--- src/rtl/pfa_pkg.sv ---
// ----------------------------------------------------------------------------
// pfa_pkg - shared types and constants of the page frame allocator
// Sizes, register codes, status codes and the structs that travel between
// the front end, the back end and the top level.
// ----------------------------------------------------------------------------
`default_nettype none

package pfa_pkg;

   // Sizing of the frame table and the page map
   localparam int MAX_FRAMES = 64;
   localparam int MAX_PROCS  = 16;
   localparam int MAX_PAGES  = 64;

   localparam int FRAME_W = $clog2(MAX_FRAMES);
   localparam int PROC_W  = $clog2(MAX_PROCS);
   localparam int PAGE_W  = $clog2(MAX_PAGES);
   localparam int SLOT_W  = PROC_W + PAGE_W;
   localparam int SLOTS   = MAX_PROCS * MAX_PAGES;

   // Frame search: groups of eight frames, registered per group
   localparam int GRP_N  = 8;
   localparam int GRP_W  = $clog2(GRP_N);
   localparam int NGRP   = (MAX_FRAMES + GRP_N - 1) / GRP_N;

   // Request queue between front and back end
   localparam int QUEUE_DEPTH = 2;
   localparam int QPTR_W      = $clog2(QUEUE_DEPTH);
   localparam int QCNT_W      = $clog2(QUEUE_DEPTH + 1);

   // Configuration registers
   localparam int CFG_FRAMES_W = 7;
   localparam int CFG_PROCS_W  = 5;
   localparam int CFG_PAGES_W  = 7;
   localparam int CSR_DATA_W   = 7;
   localparam int CSR_INDEX_W  = 2;

   localparam logic [CSR_INDEX_W-1:0] CSR_FRAMES_IN_USE     = 2'd0;
   localparam logic [CSR_INDEX_W-1:0] CSR_PROCESS_COUNT     = 2'd1;
   localparam logic [CSR_INDEX_W-1:0] CSR_PAGES_PER_PROCESS = 2'd2;

   localparam logic [CFG_FRAMES_W-1:0] FRAMES_RESET = 7'd64;
   localparam logic [CFG_PROCS_W-1:0]  PROCS_RESET  = 5'd16;
   localparam logic [CFG_PAGES_W-1:0]  PAGES_RESET  = 7'd64;

   // Result fields
   localparam int RSP_FRAME_W = 6;

   typedef enum logic [2:0] {
      ST_OK         = 3'd0,
      ST_BAD_PID    = 3'd1,
      ST_BAD_PAGE   = 3'd2,
      ST_MAPPED     = 3'd3,
      ST_FULL       = 3'd4,
      ST_NOT_MAPPED = 3'd5
   } status_type;

   typedef enum logic [1:0] {
      KIND_BAD_PID,
      KIND_BAD_PAGE,
      KIND_ALLOC,
      KIND_FREE
   } kind_type;

   typedef enum logic [1:0] {
      BK_CLEAR,
      BK_IDLE,
      BK_EXEC
   } back_state_type;

   // Beats on the ports
   typedef struct packed {
      logic       req_type;
      logic [7:0] proc_id;
      logic [7:0] page_num;
   } req_item_type;

   typedef struct packed {
      status_type             status;
      logic [RSP_FRAME_W-1:0] frame_index;
   } rsp_item_type;

   // Saturated configuration
   typedef struct packed {
      logic [CFG_FRAMES_W-1:0] nframes;
      logic [CFG_PROCS_W-1:0]  nprocs;
      logic [CFG_PAGES_W-1:0]  npages;
   } cfg_type;

   // Classified request held in the queue
   typedef struct packed {
      kind_type          kind;
      logic [SLOT_W-1:0] slot;
   } q_item_type;

   typedef struct packed {
      logic       valid;
      q_item_type item;
   } q_head_type;

   typedef struct packed {
      logic pop;
      logic clearing;
   } back_stat_type;

   // Page map entry
   typedef struct packed {
      logic               valid;
      logic [FRAME_W-1:0] frame;
   } map_entry_type;

endpackage

`default_nettype wire

--- src/rtl/pfa_front.sv ---
// ----------------------------------------------------------------------------
// pfa_front - request intake and classification
// Checks the process id and page number, forms the page map slot and
// holds classified requests in a short queue for the back end.
// ----------------------------------------------------------------------------
`default_nettype none

module pfa_front (
   input  wire logic                  clock,
   input  wire logic                  reset,
   input  wire logic                  req_valid,
   output logic                       req_stall,
   input  wire pfa_pkg::req_item_type req_item,
   input  wire pfa_pkg::cfg_type      cfg,
   input  wire pfa_pkg::back_stat_type back_stat,
   output pfa_pkg::q_head_type        q_head
);

   import pfa_pkg::*;

   q_item_type        q_ff [QUEUE_DEPTH];
   logic [QPTR_W-1:0] wr_ptr_ff, wr_ptr_in;
   logic [QPTR_W-1:0] rd_ptr_ff, rd_ptr_in;
   logic [QCNT_W-1:0] count_ff, count_in;
   q_item_type        cls_item;
   logic              push;
   logic              pop;

   // Classify: pid first, then page, then the request type
   always_comb begin
      cls_item.slot = {req_item.proc_id[PROC_W-1:0], req_item.page_num[PAGE_W-1:0]};
      priority if (req_item.proc_id >= 8'(cfg.nprocs)) begin
         cls_item.kind = KIND_BAD_PID;
      end else if (req_item.page_num >= 8'(cfg.npages)) begin
         cls_item.kind = KIND_BAD_PAGE;
      end else if (req_item.req_type) begin
         cls_item.kind = KIND_FREE;
      end else begin
         cls_item.kind = KIND_ALLOC;
      end
   end

   // Stall while the queue is full or the page map is being cleared
   assign req_stall = (count_ff == QCNT_W'(QUEUE_DEPTH)) || back_stat.clearing;
   assign push      = req_valid && !req_stall;
   assign pop       = back_stat.pop && (count_ff != '0);

   // Advance pointers and fill count
   always_comb begin
      wr_ptr_in = wr_ptr_ff;
      rd_ptr_in = rd_ptr_ff;
      count_in  = count_ff;
      if (push) begin
         wr_ptr_in = (wr_ptr_ff == QPTR_W'(QUEUE_DEPTH - 1)) ? '0 : wr_ptr_ff + 1'b1;
      end
      if (pop) begin
         rd_ptr_in = (rd_ptr_ff == QPTR_W'(QUEUE_DEPTH - 1)) ? '0 : rd_ptr_ff + 1'b1;
      end
      if (push && !pop) begin
         count_in = count_ff + 1'b1;
      end else if (pop && !push) begin
         count_in = count_ff - 1'b1;
      end
   end

   always_ff @(posedge clock) begin
      if (reset) begin
         wr_ptr_ff <= '0;
         rd_ptr_ff <= '0;
         count_ff  <= '0;
      end else begin
         wr_ptr_ff <= wr_ptr_in;
         rd_ptr_ff <= rd_ptr_in;
         count_ff  <= count_in;
      end
   end

   // Store the classified beat
   always_ff @(posedge clock) begin
      if (push) begin
         q_ff[wr_ptr_ff] <= cls_item;
      end
   end

   assign q_head.valid = (count_ff != '0);
   assign q_head.item  = q_ff[rd_ptr_ff];

endmodule

`default_nettype wire

--- config.mk ---
export PLATFORM = sky130hd
export DESIGN_NAME = pfa_front
export DESIGN_NICKNAME = d
export VERILOG_FILES = /design/src/rtl/pfa_pkg.sv /design/src/rtl/pfa_front.sv
export SDC_FILE = /design/constraint.sdc
export NUM_CORES = 1
export LEC_CHECK = 0
export BUFFER_PORTS_ARGS = -buffer_cell sky130_fd_sc_hd__buf_4
export CORE_ASPECT_RATIO = 0.6
export CORE_MARGIN = 8
export CORE_UTILIZATION = 51
export DETAILED_ROUTE_END_ITERATION = 8
export GPL_TIMING_DRIVEN = 0
export PLACE_DENSITY_LB_ADDON = 0.1
export RECOVER_POWER = 100
export SETUP_SLACK_MARGIN = 0.4
export SYNTH_ARGS = -nofsm -noshare
export SYNTH_HDL_FRONTEND = slang
export SYNTH_SLANG_ARGS = --single-unit
export TNS_END_PERCENT = 30
--- constraint.sdc ---
create_clock -name clock -period 3.7 [get_ports clock]
set_clock_uncertainty 0.15 [all_clocks]
set_input_delay 0.37 -clock clock [delete_from_list [all_inputs] [get_ports clock]]
set_output_delay 0.37 -clock clock [all_outputs]
set_load 0.03 [all_outputs]
==> impl_metrics.yaml <==
clock_network:
  cts_setup_buffers: 0
  cts-root-buf: "clkbuf_8"
  cts_resized: 0
  clk_pin_slew_ps: 60
  cts_tree: "built"
  clkLatencyLatePin_ps: 280
  h-tree-depth: 2
  cts_buffer_depth: 2
  cts_made_buffers: 5
  hold_buffers: 0
  clock-sinks: 29
grt:
  grtUsageTotal_pct: 12.72
  grt_pass1_wl_um: 4692
  grt-ovfl-total: 0
  grt_pass1_vias: 1100
  antenna_found_initial: 0
  grt_max_degree: 13
timing:
  tightest_slew_ps: 855.1
  period_minus_slack_ps: 2281
  report.final.slew_viol_count: 0
  fmax_mhz: 438.4
  finalSetupViolations: 0
  fin_setup_tns_ps: 0
  max_slew_margin_pct: 42.96
  period_share_pct: 61.65
  grt_setup_unrepaired: "no"
  hold_viol: 0
drt:
  ant_nets: 0
  routed_wl_um: 2970
  num_vias: 964
  dr.pass1.iters: 4
  drt_iter0_markers: 20
  viasPerCell: 5.021
  drc: 0
  wl_per_cell_um: 15.47
floorplanning:
  die_y_um: 56.64
  fp.coreArea_um2: 2557
  chipWidth_um: 83.73
  num_rows: 14
  die-area_um2: 4742
  ios: 55
  start_util_pct: 54.89
worst_setup_path:
  critical_path_class: "reg -> out"
  r2r_cells: 3
  r2r_start: "count_ff[0]"
  end_kind: "output pin"
  r2r-end: "q_ff[1][3]"
  arrival_ps: 1760
  required_ps: 3180
  cp-start-kind: "flop"
  rrSetupSlack_ps: 1470
  crit_fanout: 10
synthesis:
  yosysMostFrequentCell: "edfxtp_1"
  syn_nets: 158
  syn_area_um2: 1404
  ys.flop_type: "edfxtp_1"
  ys_types: 28
  yosys_warnings: 0
  synth.area.top_cells: "edfxtp_1, ha_1, mux2_2, dfxtp_1, inv_1"
  synth.top_cell.area_share_pct: 51.34
  yosysTopAreaCell: "edfxtp_1"
  synth_commonest_cells: "edfxtp_1, inv_1, ha_1"
  async_flop_share_pct: 0
  synth_edf_count: 24
  yosys_register_bits: 29
  synth.yosys.seq_area_share_pct: 58.47
  avgSynthCellArea_um2: 13.50
  syn_inst: 104
final_layout:
  stdcell_area_um2: 1818
  syn_to_final_growth_pct: 29.50
  diodes: 0
  fin_nets: 213
  drive_above_1_share_pct: 27.50
  fill_cells: 213
  fin_util_pct: 71.09
min_path:
  hold_start: "reset"
  hold_end: "rd_ptr_ff"
  hold_path_class: "in -> reg"
  min_path_cells: 2
placement:
  place_congestion: 0.7161
  place_area_um2: 1809
  hpwl_um: 2318
  io_buffers: 47
pwr:
  p_leak_uw: 0.0007730
  ir_drop_mv: 0.3761
  p_per_area_nw_per_um2: 598.0
job:
  maxCapViolations: 0
outcome:
  status: "finished clean"
[worst max-delay path, cell delays in order (launching register included)]
cell and delay (ps):
dfxtp_1 380, clkbuf_1 480, mux2_2 400, clkbuf_1 220
[where the power goes]
group / leakage [µW] / total, µW / switching, µW / internal (µW)
Combinational: 0.000457 / 352 / 222 / 130
Sequential: 0.000263 / 424 / 25.1 / 399
Clock: 0.0000528 / 311 / 112 / 198
[worst max path at each step]
stage | depth (start not counted) | to | slack (ps) | from
after floorplan | 4 | q_ff[0][0] | 1540 | count_ff[0]
after global placement | 4 | q_ff[0][4] | 1190 | back_stat[0]
after detailed placement | 6 | q_ff[1][10] | 1680 | req_item[6]
after CTS | 3 | q_head[6] | 1670 | flop
after global routing | 3 | q_head[8] | 1310 | flop
final | 3 | q_head[10] | 1420 | flop
[placed cells by master, fill, tap and decap left out, drive strengths merged]
master and count:
clkbuf 31, and4b 1, buf 24, o21ai 3, o211ai 1, a21oi 3, and2 1, xor2 3
nand2 2, or4 1, inv 15, a31oi 1, or3 1, mux2 12, a211oi 2, xnor2 1
o21ba 1, ha 13, dfxtp 5, nor3 1, a221oi 1, bufinv 1, edfxtp 24, a21o 2
clkinv 1, nor2 5, or2 2, nand2b 2
[registers in the layout, summed over array words and instances, names as in the netlist, named ones only]
name and flops:
count_ff 2, wr_ptr_ff 1, q_ff 24, rd_ptr_ff 1
[logic make-up (layout without fill, tap and decap cells)]
family	after synthesis	after routing	synth area share (%)
flops	29	29	58.47
fa+ha+maj	13	13	11.59
buf+inv	16	72	4.367
mux	12	12	9.626
compound gates	14	14	7.308
simple gates	16	16	6.151
xor+xnor	4	4	2.496
[per-layer routing]
| layer | up-vias | part of all wire [%] | track usage, % |
|---|---|---|---|
| met1 | 434 | 45 | 13.37 |
| met2 | 35 | 46 | 21.36 |
| met4 | 0 | 2.0 | 6.601 |
| met5 | - | 0 | 0 |
| met3 | 9 | 6.1 | 5.468 |
| li1 | 486 | - | - |
[area by class of cell]
cell class	count	area, µm²	share of cell area (%)
Sequential cell	29	820.8	45.15
Clock inverter	2	33.78	1.858
Tap cell	32	40.04	2.202
Buffer	1	3.754	0.2065
Inverter	15	56.30	3.097
Clock buffer	6	72.57	3.992
Timing Repair Buffer	48	274.0	15.07
Multi-Input combinational cell	59	516.7	28.42
[through the flow]
step / cells / worst slack (ps) / total power (µW) / hold WS, ps
global placement: 183 / 1186 / 815.0 / 333.4
detailed placement: 184 / 1681 / 834.6 / 361.1
global route: 192 / 1313 / 1143 / 144.8
CTS: 192 / 1669 / 1148 / 127.8
finish: 192 / 1419 / 1087 / 147.1
floorplan: 104 / 1539 / 685.8 / 289.1
Note: power is estimated with default switching activity, not from simulation.
